--- config.mk ---
export PLATFORM = sky130hd
export DESIGN_NAME = rotation_matrix_euler_integrator_top_flat
export DESIGN_NICKNAME = d
export VERILOG_FILES = /design/src/hdl/rme_pkg.sv /design/src/hdl/rme_if.sv /design/src/hdl/rme_dsmul.sv /design/src/hdl/rotation_matrix_euler_integrator_top.sv /design/src/flat_wrapper.sv
export SDC_FILE = /design/constraint.sdc
export NUM_CORES = 2
export LEC_CHECK = 0
export BUFFER_PORTS_ARGS = -buffer_cell sky130_fd_sc_hd__clkbuf_2
export CAP_MARGIN = 20
export CORE_MARGIN = 2
export CORE_UTILIZATION = 35
export DETAILED_ROUTE_END_ITERATION = 10
export PLACE_DENSITY_LB_ADDON = 0.12
export SLEW_MARGIN = 20
export SYNTH_ARGS = -nofsm -noshare
export SYNTH_HDL_FRONTEND = slang
export SYNTH_SLANG_ARGS = --single-unit
--- constraint.sdc ---
create_clock -name clk -period 50.4 [get_ports clk]
set_clock_uncertainty 0.2 [all_clocks]
set_input_delay 5.04 -clock clk [delete_from_list [all_inputs] [get_ports clk]]
set_output_delay 5.04 -clock clk [all_outputs]
set_load 0.005 [all_outputs]
--- src/hdl/rme_pkg.sv ---
// Shared constants for the rotation-matrix Euler integrator.
// Field widths, fixed-point scaling and the digit-serial multiplier sizes.
// No dependencies.
`timescale 1ns / 1ps
`default_nettype none

package rme_pkg;

  // Field widths
  localparam int DT_W   = 24;
  localparam int ACC_W  = 24;
  localparam int MAT_W  = 24;
  localparam int RATE_W = 32;

  // Fixed-point scaling: dt carries 24 fraction bits, R*w drops 16 bits
  localparam int DT_FRAC = 24;
  localparam int RD_FRAC = 16;

  // Matrix value of 1.0 (LSB 2^-20)
  localparam logic signed [MAT_W-1:0] MAT_ONE = 24'sd1048576;

  // Digit-serial multiplier: parallel multiplicand, serial multiplier operand
  localparam int DIG      = 4;
  localparam int MUL_MW   = 28;
  localparam int MUL_NDIG = MUL_MW / DIG;
  localparam int MUL_CW   = $clog2(MUL_NDIG);
  localparam int MCAND_W  = 41;
  localparam int PROD_W   = MCAND_W + MUL_MW;

  // Derivative entry width: sum of two R*w products, before and after rounding
  localparam int DSUM_W = 57;
  localparam int RD_W   = DSUM_W - RD_FRAC;

endpackage

`default_nettype wire

--- src/hdl/rme_if.sv ---
// Valid/ready channel interfaces of the rotation-matrix Euler integrator.
// Depends on rme_pkg for the field widths.
`timescale 1ns / 1ps
`default_nettype none

interface rme_in_if;
  logic                              valid;
  logic                              ready;
  logic        [rme_pkg::DT_W-1:0]   time_step;
  logic signed [rme_pkg::ACC_W-1:0]  accel_x;
  logic signed [rme_pkg::ACC_W-1:0]  accel_y;
  logic signed [rme_pkg::ACC_W-1:0]  accel_z;

  modport source (output valid, time_step, accel_x, accel_y, accel_z, input ready);
  modport sink   (input valid, time_step, accel_x, accel_y, accel_z, output ready);
endinterface

interface rme_out_if;
  logic                              valid;
  logic                              ready;
  logic signed [rme_pkg::MAT_W-1:0]  m00;
  logic signed [rme_pkg::MAT_W-1:0]  m01;
  logic signed [rme_pkg::MAT_W-1:0]  m02;
  logic signed [rme_pkg::MAT_W-1:0]  m10;
  logic signed [rme_pkg::MAT_W-1:0]  m11;
  logic signed [rme_pkg::MAT_W-1:0]  m12;
  logic signed [rme_pkg::MAT_W-1:0]  m20;
  logic signed [rme_pkg::MAT_W-1:0]  m21;
  logic signed [rme_pkg::MAT_W-1:0]  m22;
  logic signed [rme_pkg::RATE_W-1:0] rate_x;
  logic signed [rme_pkg::RATE_W-1:0] rate_y;
  logic signed [rme_pkg::RATE_W-1:0] rate_z;

  modport source (output valid, m00, m01, m02, m10, m11, m12, m20, m21, m22,
                  rate_x, rate_y, rate_z, input ready);
  modport sink   (input valid, m00, m01, m02, m10, m11, m12, m20, m21, m22,
                  rate_x, rate_y, rate_z, output ready);
endinterface

`default_nettype wire

--- src/hdl/rme_dsmul.sv ---
// Digit-serial signed multiplier, one 4-bit digit of the multiplier per cycle.
// Depends on rme_pkg for operand and product widths.
`timescale 1ns / 1ps
`default_nettype none

module rme_dsmul (
  input  wire logic                                clk,
  input  wire logic                                rst,
  input  wire logic                                start,
  input  wire logic signed [rme_pkg::MCAND_W-1:0]  mcand,
  input  wire logic signed [rme_pkg::MUL_MW-1:0]   mult,
  output logic                                     done,
  output logic signed [rme_pkg::PROD_W-1:0]        product
);

  localparam int PW = rme_pkg::MCAND_W + rme_pkg::DIG + 1;

  logic                               busy;
  logic [rme_pkg::MUL_CW-1:0]         cnt;
  logic signed [rme_pkg::MCAND_W-1:0] mc;
  logic [rme_pkg::MUL_MW-1:0]         mreg;
  logic [rme_pkg::MUL_MW-1:0]         lo;
  logic signed [PW-1:0]               pacc;
  logic signed [PW-1:0]               pp;
  logic signed [PW-1:0]               sum;
  logic signed [rme_pkg::DIG:0]       dsig;
  logic                               last;

  always_comb begin
    last = (cnt == rme_pkg::MUL_CW'(rme_pkg::MUL_NDIG - 1));
    // top digit carries the sign of the multiplier
    dsig = last ? $signed({mreg[rme_pkg::DIG-1], mreg[rme_pkg::DIG-1:0]})
                : $signed({1'b0, mreg[rme_pkg::DIG-1:0]});
    pp   = mc * dsig;
    sum  = pacc + pp;
  end

  always_ff @(posedge clk) begin
    if (rst) begin
      busy <= 1'b0;
      cnt  <= '0;
      done <= 1'b0;
    end else begin
      done <= busy && last;
      if (start) begin
        busy <= 1'b1;
        cnt  <= '0;
      end else if (busy) begin
        cnt <= cnt + 1'b1;
        if (last) begin
          busy <= 1'b0;
        end
      end
    end
  end

  always_ff @(posedge clk) begin
    if (start) begin
      mc   <= mcand;
      mreg <= mult;
      pacc <= '0;
      lo   <= '0;
    end else if (busy) begin
      pacc <= sum >>> rme_pkg::DIG;
      lo   <= {sum[rme_pkg::DIG-1:0], lo[rme_pkg::MUL_MW-1:rme_pkg::DIG]};
      mreg <= mreg >> rme_pkg::DIG;
    end
  end

  assign product = $signed({pacc[rme_pkg::MCAND_W-1:0], lo});

endmodule

`default_nettype wire

--- src/hdl/rotation_matrix_euler_integrator_top.sv ---
// Top level of the rotation-matrix Euler integrator: sequencer, state stores,
// output register. Depends on rme_pkg, rme_if.sv and rme_dsmul.
//
// Each transfer on req brings a time step dt and an angular acceleration a.
// The block updates its stored rate w' = sat32(w + round(dt*a)), forms
// Rdot = R * skew(w') from the stored 3x3 matrix, steps R' = sat24(R +
// round(dt*Rdot)), stores both and presents one result on rsp. After reset
// the rate is zero and the matrix is the identity. All products run through
// one shared digit-serial multiplier that retires four multiplier bits per
// cycle; an item needs 30 products (3 rate, 18 derivative, 9 matrix). A new
// item is taken only after the previous one has been loaded into the output
// register. The result sits in its own register, so the next item is
// accepted while the previous result waits.
`timescale 1ns / 1ps
`default_nettype none

module rotation_matrix_euler_integrator_top (
  input wire logic clk,
  input wire logic rst,
  rme_in_if.sink   req,
  rme_out_if.source rsp
);

  localparam logic [1:0] S_IDLE  = 2'd0;
  localparam logic [1:0] S_START = 2'd1;
  localparam logic [1:0] S_RUN   = 2'd2;
  localparam logic [1:0] S_OUT   = 2'd3;

  localparam logic STG_RATE = 1'b0;
  localparam logic STG_ROW  = 1'b1;

  localparam logic [3:0] OP_LAST_RATE = 4'd2;
  localparam logic [3:0] OP_FIRST_UPD = 4'd6;
  localparam logic [3:0] OP_LAST_ROW  = 4'd8;
  localparam logic [1:0] ROW_LAST     = 2'd2;

  localparam int MW  = rme_pkg::MAT_W;
  localparam int RW  = rme_pkg::RATE_W;
  localparam int PW  = rme_pkg::PROD_W;
  localparam int MCW = rme_pkg::MCAND_W;
  localparam int QW  = PW - rme_pkg::DT_FRAC;
  localparam int DW  = rme_pkg::DSUM_W;

  localparam logic signed [PW-1:0] HALF_DT = PW'(1) << (rme_pkg::DT_FRAC - 1);
  localparam logic signed [DW-1:0] HALF_RD = DW'(1) << (rme_pkg::RD_FRAC - 1);

  // Control
  logic [1:0] state;
  logic       stg;
  logic [3:0] cnt;
  logic [1:0] row;

  // Stores and item registers
  logic signed [RW-1:0]  rate [3];
  logic signed [MW-1:0]  mat  [9];
  logic [rme_pkg::DT_W-1:0]         dt;
  logic signed [rme_pkg::ACC_W-1:0] acc [3];
  logic signed [DW-1:0]  term;
  logic signed [rme_pkg::RD_W-1:0] rd [3];

  // Output register
  logic                 out_valid;
  logic signed [MW-1:0] out_mat  [9];
  logic signed [RW-1:0] out_rate [3];

  // Multiplier hookup
  logic                            mul_start;
  logic                            mul_done;
  logic signed [MCW-1:0]           mcand;
  logic signed [rme_pkg::MUL_MW-1:0] mult;
  logic signed [PW-1:0]            product;

  // Decode and datapath
  logic                   is_upd;
  logic [1:0]             dcol;
  logic                   tsel;
  logic [1:0]             col;
  logic [1:0]             col_d;
  logic [1:0]             upd_col;
  logic [1:0]             widx;
  logic [1:0]             rate_idx;
  logic [3:0]             mat_idx;
  logic signed [RW-1:0]   rate_rd;
  logic signed [MW-1:0]   mat_rd;
  logic signed [MCW-1:0]  w_ext;
  logic signed [PW-1:0]   prod_rnd;
  logic signed [QW-1:0]   q_dt;
  logic signed [RW+1:0]   rate_sum;
  logic signed [RW-1:0]   rate_new;
  logic signed [DW-1:0]   dsum;
  logic signed [MW+17:0]  mat_sum;
  logic signed [MW-1:0]   mat_new;
  logic                   out_free;

  rme_dsmul u_mul (
    .clk     (clk),
    .rst     (rst),
    .start   (mul_start),
    .mcand   (mcand),
    .mult    (mult),
    .done    (mul_done),
    .product (product)
  );

  // Select the operands and the store entries for the current product.
  always_comb begin
    is_upd  = (stg == STG_ROW) && (cnt >= OP_FIRST_UPD);
    dcol    = cnt[2:1];
    tsel    = cnt[0];
    upd_col = 2'(cnt - OP_FIRST_UPD);
    // rd[c] = R[r][c+1]*w[c+2] - R[r][c+2]*w[c+1], indices mod 3
    case (dcol)
      2'd0: begin
        col_d = tsel ? 2'd2 : 2'd1;
        widx  = tsel ? 2'd1 : 2'd2;
      end
      2'd1: begin
        col_d = tsel ? 2'd0 : 2'd2;
        widx  = tsel ? 2'd2 : 2'd0;
      end
      2'd2: begin
        col_d = tsel ? 2'd1 : 2'd0;
        widx  = tsel ? 2'd0 : 2'd1;
      end
      default: begin
        col_d = 2'd0;
        widx  = 2'd0;
      end
    endcase
    col      = is_upd ? upd_col : col_d;
    rate_idx = (stg == STG_RATE) ? cnt[1:0] : widx;
    mat_idx  = {1'b0, row, 1'b0} + {2'b00, row} + {2'b00, col};
    rate_rd  = rate[rate_idx];
    mat_rd   = mat[mat_idx];
    w_ext    = MCW'(rate_rd);

    if (stg == STG_RATE) begin
      mcand = MCW'(acc[cnt[1:0]]);
      mult  = $signed({{(rme_pkg::MUL_MW - rme_pkg::DT_W){1'b0}}, dt});
    end else if (is_upd) begin
      mcand = MCW'(rd[upd_col]);
      mult  = $signed({{(rme_pkg::MUL_MW - rme_pkg::DT_W){1'b0}}, dt});
    end else begin
      // second product of each pair enters negated, so the pair simply adds
      mcand = tsel ? -w_ext : w_ext;
      mult  = rme_pkg::MUL_MW'(mat_rd);
    end
    mul_start = (state == S_START);
  end

  // Round the finished product and saturate it into the stores.
  always_comb begin
    prod_rnd = product + HALF_DT;
    q_dt     = prod_rnd[PW-1:rme_pkg::DT_FRAC];

    rate_sum = (RW+2)'(rate_rd) + $signed(q_dt[RW+1:0]);
    if (rate_sum[RW+1:RW-1] == 3'b000 || rate_sum[RW+1:RW-1] == 3'b111) begin
      rate_new = rate_sum[RW-1:0];
    end else begin
      rate_new = rate_sum[RW+1] ? {1'b1, {(RW-1){1'b0}}} : {1'b0, {(RW-1){1'b1}}};
    end

    dsum = term + product[DW-1:0] + HALF_RD;

    mat_sum = (MW+18)'(mat_rd) + $signed(q_dt[MW+17:0]);
    if (mat_sum[MW+17:MW-1] == '0 || mat_sum[MW+17:MW-1] == '1) begin
      mat_new = mat_sum[MW-1:0];
    end else begin
      mat_new = mat_sum[MW+17] ? {1'b1, {(MW-1){1'b0}}} : {1'b0, {(MW-1){1'b1}}};
    end

    out_free = !out_valid || rsp.ready;
  end

  // Sequencer: three rate products, then per row six derivative and three
  // matrix products. Each row of Rdot needs only that row of R, so the row
  // is rewritten in place once its derivatives are held.
  always_ff @(posedge clk) begin
    if (rst) begin
      state <= S_IDLE;
      stg   <= STG_RATE;
      cnt   <= '0;
      row   <= '0;
    end else begin
      case (state)
        S_IDLE: begin
          if (req.valid) begin
            state <= S_START;
            stg   <= STG_RATE;
            cnt   <= '0;
            row   <= '0;
          end
        end
        S_START: begin
          state <= S_RUN;
        end
        S_RUN: begin
          if (mul_done) begin
            state <= S_START;
            if (stg == STG_RATE) begin
              if (cnt == OP_LAST_RATE) begin
                stg <= STG_ROW;
                cnt <= '0;
              end else begin
                cnt <= cnt + 1'b1;
              end
            end else if (cnt == OP_LAST_ROW) begin
              cnt <= '0;
              if (row == ROW_LAST) begin
                state <= S_OUT;
              end else begin
                row <= row + 1'b1;
              end
            end else begin
              cnt <= cnt + 1'b1;
            end
          end
        end
        S_OUT: begin
          if (out_free) begin
            state <= S_IDLE;
          end
        end
        default: begin
          state <= S_IDLE;
        end
      endcase
    end
  end

  // Rate and matrix stores: reset to zero rate and identity matrix.
  always_ff @(posedge clk) begin
    if (rst) begin
      for (int i = 0; i < 3; i++) begin
        rate[i] <= '0;
      end
      for (int i = 0; i < 9; i++) begin
        mat[i] <= (i % 4 == 0) ? rme_pkg::MAT_ONE : '0;
      end
    end else if (state == S_RUN && mul_done) begin
      if (stg == STG_RATE) begin
        rate[cnt[1:0]] <= rate_new;
      end else if (is_upd) begin
        mat[mat_idx] <= mat_new;
      end
    end
  end

  // Item registers and derivative holding registers.
  always_ff @(posedge clk) begin
    if (state == S_IDLE && req.valid) begin
      dt     <= req.time_step;
      acc[0] <= req.accel_x;
      acc[1] <= req.accel_y;
      acc[2] <= req.accel_z;
    end
    if (state == S_RUN && mul_done && stg == STG_ROW && !is_upd) begin
      if (!tsel) begin
        term <= product[DW-1:0];
      end else begin
        rd[dcol] <= dsum[DW-1:rme_pkg::RD_FRAC];
      end
    end
  end

  // Output register: load the finished stores, hold until the transfer.
  always_ff @(posedge clk) begin
    if (rst) begin
      out_valid <= 1'b0;
    end else if (state == S_OUT && out_free) begin
      out_valid <= 1'b1;
    end else if (rsp.ready) begin
      out_valid <= 1'b0;
    end
  end

  always_ff @(posedge clk) begin
    if (state == S_OUT && out_free) begin
      out_mat  <= mat;
      out_rate <= rate;
    end
  end

  assign req.ready  = (state == S_IDLE);
  assign rsp.valid  = out_valid;
  assign rsp.m00    = out_mat[0];
  assign rsp.m01    = out_mat[1];
  assign rsp.m02    = out_mat[2];
  assign rsp.m10    = out_mat[3];
  assign rsp.m11    = out_mat[4];
  assign rsp.m12    = out_mat[5];
  assign rsp.m20    = out_mat[6];
  assign rsp.m21    = out_mat[7];
  assign rsp.m22    = out_mat[8];
  assign rsp.rate_x = out_rate[0];
  assign rsp.rate_y = out_rate[1];
  assign rsp.rate_z = out_rate[2];

endmodule

`default_nettype wire
--- src/flat_wrapper.sv ---
// flat-port wrapper written by rule: the top's interface ports become plain ports
module rotation_matrix_euler_integrator_top_flat 
  (clk, rst, req_valid, req_time_step, req_accel_x, req_accel_y, req_accel_z, req_ready, rsp_valid, rsp_m00, rsp_m01, rsp_m02, rsp_m10, rsp_m11, rsp_m12, rsp_m20, rsp_m21, rsp_m22, rsp_rate_x, rsp_rate_y, rsp_rate_z, rsp_ready);
  rme_in_if req_i ();
  rme_out_if rsp_i ();
  input wire logic clk;
  input wire logic rst;
  input wire logic [$bits(req_i.valid)-1:0] req_valid;
  input wire logic [$bits(req_i.time_step)-1:0] req_time_step;
  input wire logic [$bits(req_i.accel_x)-1:0] req_accel_x;
  input wire logic [$bits(req_i.accel_y)-1:0] req_accel_y;
  input wire logic [$bits(req_i.accel_z)-1:0] req_accel_z;
  output wire logic [$bits(req_i.ready)-1:0] req_ready;
  output wire logic [$bits(rsp_i.valid)-1:0] rsp_valid;
  output wire logic [$bits(rsp_i.m00)-1:0] rsp_m00;
  output wire logic [$bits(rsp_i.m01)-1:0] rsp_m01;
  output wire logic [$bits(rsp_i.m02)-1:0] rsp_m02;
  output wire logic [$bits(rsp_i.m10)-1:0] rsp_m10;
  output wire logic [$bits(rsp_i.m11)-1:0] rsp_m11;
  output wire logic [$bits(rsp_i.m12)-1:0] rsp_m12;
  output wire logic [$bits(rsp_i.m20)-1:0] rsp_m20;
  output wire logic [$bits(rsp_i.m21)-1:0] rsp_m21;
  output wire logic [$bits(rsp_i.m22)-1:0] rsp_m22;
  output wire logic [$bits(rsp_i.rate_x)-1:0] rsp_rate_x;
  output wire logic [$bits(rsp_i.rate_y)-1:0] rsp_rate_y;
  output wire logic [$bits(rsp_i.rate_z)-1:0] rsp_rate_z;
  input wire logic [$bits(rsp_i.ready)-1:0] rsp_ready;
  assign req_i.valid = req_valid;
  assign req_i.time_step = req_time_step;
  assign req_i.accel_x = req_accel_x;
  assign req_i.accel_y = req_accel_y;
  assign req_i.accel_z = req_accel_z;
  assign req_ready = req_i.ready;
  assign rsp_valid = rsp_i.valid;
  assign rsp_m00 = rsp_i.m00;
  assign rsp_m01 = rsp_i.m01;
  assign rsp_m02 = rsp_i.m02;
  assign rsp_m10 = rsp_i.m10;
  assign rsp_m11 = rsp_i.m11;
  assign rsp_m12 = rsp_i.m12;
  assign rsp_m20 = rsp_i.m20;
  assign rsp_m21 = rsp_i.m21;
  assign rsp_m22 = rsp_i.m22;
  assign rsp_rate_x = rsp_i.rate_x;
  assign rsp_rate_y = rsp_i.rate_y;
  assign rsp_rate_z = rsp_i.rate_z;
  assign rsp_i.ready = rsp_ready;
  rotation_matrix_euler_integrator_top u_core (.clk(clk), .rst(rst), .req(req_i), .rsp(rsp_i));
endmodule
==> impl_summary.log <==
INFO  metric share_comb_of_total_power = 31.9%
INFO  metric cts_tree = done
INFO  metric postSynthNetCount = 5,426
INFO  metric io_buffer_count = 413
INFO  metric finalCritPeriodShare = 20.0%
INFO  metric die_h = 401 um
INFO  metric worst_slew_margin_rel = 18.3%
INFO  metric timing.final.setup_violations = 0
INFO  metric synth.avg_cell_area = 11.3 sq um
INFO  metric p_leak = 25.5 nW
INFO  metric number_of_inserted_filler_cells_in_the_final_layout = 15,055
INFO  metric period_minus_slack = 10.08 ns
INFO  metric tightest_slew = 1.22 ns
INFO  metric postRouteAntennaNets = 0
INFO  metric cell_taking_the_most_area_after_synthesis = sky130_fd_sc_hd__edfxtp_1
INFO  metric synth.top_cell.area_share = 35.7%
INFO  metric gpl.final_weighted_congestion = 0.929
INFO  metric post-cts-setup-buffers = 0
INFO  metric total_global_routing_track_utilization = 22.9%
INFO  metric vdd.ir_drop.worst = 0.0310 mV
INFO  metric p_per_area = 44.0 nW/um^2
INFO  metric postSynth.asyncResetShare = 0%
INFO  metric avgRoutedWirePerCell = 25.5 um
INFO  metric regArea = 27,600 sq um
INFO  metric postCtsHoldBufs = 0
INFO  metric synthesis.area = 55,100 sq um
INFO  metric synthToLayoutAreaGrowth = 15.0%
INFO  metric dominantRegCellSynth = sky130_fd_sc_hd__edfxtp_1
INFO  metric path_max_fanout = 27
INFO  metric final-hold-violation-count = 0
INFO  metric top_level_ports = 414
INFO  metric most_frequent_standard_cell_in_the_layout_excluding_fill_and_tap_cells = sky130_fd_sc_hd__edfxtp_1
INFO  metric tns = 0 ns
INFO  metric clock.fmax = 99.2 MHz
INFO  metric clock_tree.root_cell = sky130_fd_sc_hd__clkbuf_16
INFO  metric vias = 40,028
INFO  metric timing_worst_setup_path_type = reg2reg
INFO  metric worst_setup_path_start_kind = flop
INFO  metric final_max_slew_viol_count = 0
INFO  metric grt_pass1_vias = 38,926
INFO  metric p_int = 1.82 mW
INFO  metric clkPwrFrac = 32.1%
INFO  metric cts_max_level = 3
INFO  metric timing.critical_path.max_delay_family = simple AND/OR/NAND/NOR gates
INFO  metric commonest_non_fill_non_tap_cells_in_the_layout = sky130_fd_sc_hd__edfxtp_1, sky130_fd_sc_hd__o21ai_0, sky130_fd_sc_hd__clkbuf_2
INFO  metric drive_above_1_share = 16.9%
INFO  metric vias_per_cell = 5.43
INFO  metric clkSinkCount = 1,053
INFO  metric largest_net_degree_at_the_start_of_global_routing = 169
INFO  metric place_hpwl = 141,000 um
INFO  metric type_of_the_tightest_min_delay_check = reg2reg
INFO  metric crit_buf_inv = 4
INFO  metric yosys_register_bits = 1,053
INFO  metric antenna_violations_before_repair = 5
INFO  metric cts-buffers-inserted = 116
INFO  metric pwr-share-seq = 36.0%
INFO  metric netSwitchingPower = 0.965 mW
INFO  metric power.switching_fraction = 34.6%
INFO  metric drcViolationCount = 0
INFO  metric clock_path_buffers = 3
INFO  metric outcome = finished clean
INFO  metric nets = 5,765
INFO  metric grt_pass1_wl = 273,000 um
INFO  metric clock_insertion_delay_worst_skew = 0.77 ns
INFO  metric synth_cell_types = 102
INFO  metric required = 50.78 ns
INFO  metric rows = 145
INFO  metric start_util = 35.3%
INFO  metric first_pass_iters = 5
INFO  metric footprint_of_the_multi_input_gates = 25,800 sq um
INFO  metric maxCapViolCount = 0
INFO  metric wirelength = 188,000 um
INFO  metric first_drt_iteration_drcs = 3,501
INFO  metric die_area = 161,000 sq um
INFO  metric die_w = 401 um
INFO  metric synth.top_cells.by_area = sky130_fd_sc_hd__edfxtp_1, sky130_fd_sc_hd__dfxtp_1, sky130_fd_sc_hd__ha_1, sky130_fd_sc_hd__fa_1, sky130_fd_sc_hd__o21ai_0
INFO  metric critical_path.slowest_cell = sky130_fd_sc_hd__fa_1
INFO  metric core_area = 156,000 sq um
INFO  metric cp.arrival = 10.46 ns
INFO  metric rsz0062_at_grt = no
INFO  metric netlist_instances = 4,871
INFO  metric fin_util = 40.6%
INFO  metric globalRouteOverflowTotal = 0
INFO  metric synth.yosys.warnings = 0
INFO  metric capturing_element_type_of_the_critical_path = flop
INFO  metric cts_repair_resize_count = 0
INFO  metric edff_count_synth = 654
INFO  metric clk_pin_slew = 0.07 ns
INFO  metric proportion_of_synthesized_chip_area_in_sequential_cells = 50.1%
INFO  metric crit_path_max_incr_delay = 1.17 ns
[cells by family (layout without fill, tap and decap cells)]
| family | after synthesis | after routing | share of synthesized area (%) |
|---|---|---|---|
| AND/OR/NAND/NOR | 1173 | 1173 | 10.2 |
| multiplexers | 222 | 222 | 5.14 |
| XOR/XNOR | 210 | 210 | 3.37 |
| adder cells (fa/ha/maj) | 455 | 455 | 12.7 |
| AO/OA/AOI/OAI | 1305 | 1305 | 15.2 |
| buffers and inverters | 453 | 892 | 3.32 |
| other | 0 | 3 | 0 |
| flip-flops | 1053 | 1053 | 50.1 |
[power by group through the flow]
stage	logic [mW]	clock network, mW	registers [mW]
floorplan	0.619	0	1.01
detailed placement	0.883	0	1.02
global route	0.990	0.947	1.01
global placement	0.885	0	1.02
CTS	0.892	0.915	1.01
finish	0.888	0.895	1.00
[stage by stage]
step	area [sq um]	setup slack, ns	std cells	total power, mW	hold slack, ns
final	63400	40.32	7371	2.79	0.247
after global routing	63400	39.73	7368	2.95	0.258
after CTS	63400	40.10	7368	2.81	0.254
after detailed placement	59300	40.11	7150	1.91	0.238
after global placement	59300	40.30	7150	1.91	0.228
after floorplan	55100	31.16	4871	1.63	0.220
[synth_stat cells (all sizes together) (9+ instances only)]
library cell / n
a21o: 85
and4: 9
a21oi: 292
inv: 183
o211ai: 16
a2bb2oi: 12
nor2b: 49
o21bai: 23
nor3: 54
a2111oi: 32
xnor2: 144
dfxtp: 399
o41ai: 9
or3: 15
a31oi: 16
a211oi: 230
buf: 71
o221ai: 14
mux4: 48
o21a: 28
o31ai: 10
nand2b: 25
and3: 40
edfxtp: 654
fa: 171
o21ai: 474
nand2: 371
ha: 284
clkbuf: 197
nand4: 40
and2: 106
mux2i: 167
nand3: 63
xor2: 66
nor2: 323
or2: 53
[registers in the layout, indices dropped and copies added, names as in the netlist, 25 cells and up, named ones only]
register,cells
u_core.term,57
u_core.u_mul.lo,28
u_core.rsp.rate_y,32
u_core.u_mul.mc,41
u_core.acc,72
u_core.u_mul.mreg,25
u_core.rsp.rate_x,32
u_core.u_mul.pacc,42
u_core.rsp.rate_z,32
u_core.rd,123
u_core.mat,216
u_core.rate,96
[layer usage]
metal	part of all wire [%]	track usage, %	up-vias
li1	-	-	18494
met1	48	33.9	20051
met2	45	35.2	1264
met3	5.4	3.05	217
met4	2.4	5.48	2
met5	0.0069	0	-
[area by class of cell]
type / count / share of cell area, %
clock buffers: 155 / 5.07
flip-flops and latches: 1053 / 43.6
clock inverters: 63 / 1.28
repair buffers: 489 / 4.19
inverters: 185 / 1.10
well taps: 2058 / 4.06
diodes: 3 / 0.0118
multi-input cells: 3365 / 40.7
[path summary, 6_finish.rpt]
| check | startpoint | to | slack (ns) | cells after the start |
|---|---|---|---|---|
| max reg2reg | u_core.cnt[0] | u_core.mat[161] | 40.32 | 29 |
| max | u_core.cnt[0] | u_core.mat[161] | 40.32 | 29 |
| min reg2reg | u_core.mat[210] | u_core.rsp.m00[18] | 0.25 | 0 |
| min | u_core.mat[210] | u_core.rsp.m00[18] | 0.25 | 0 |
Note: power is estimated with default switching activity, not from simulation.
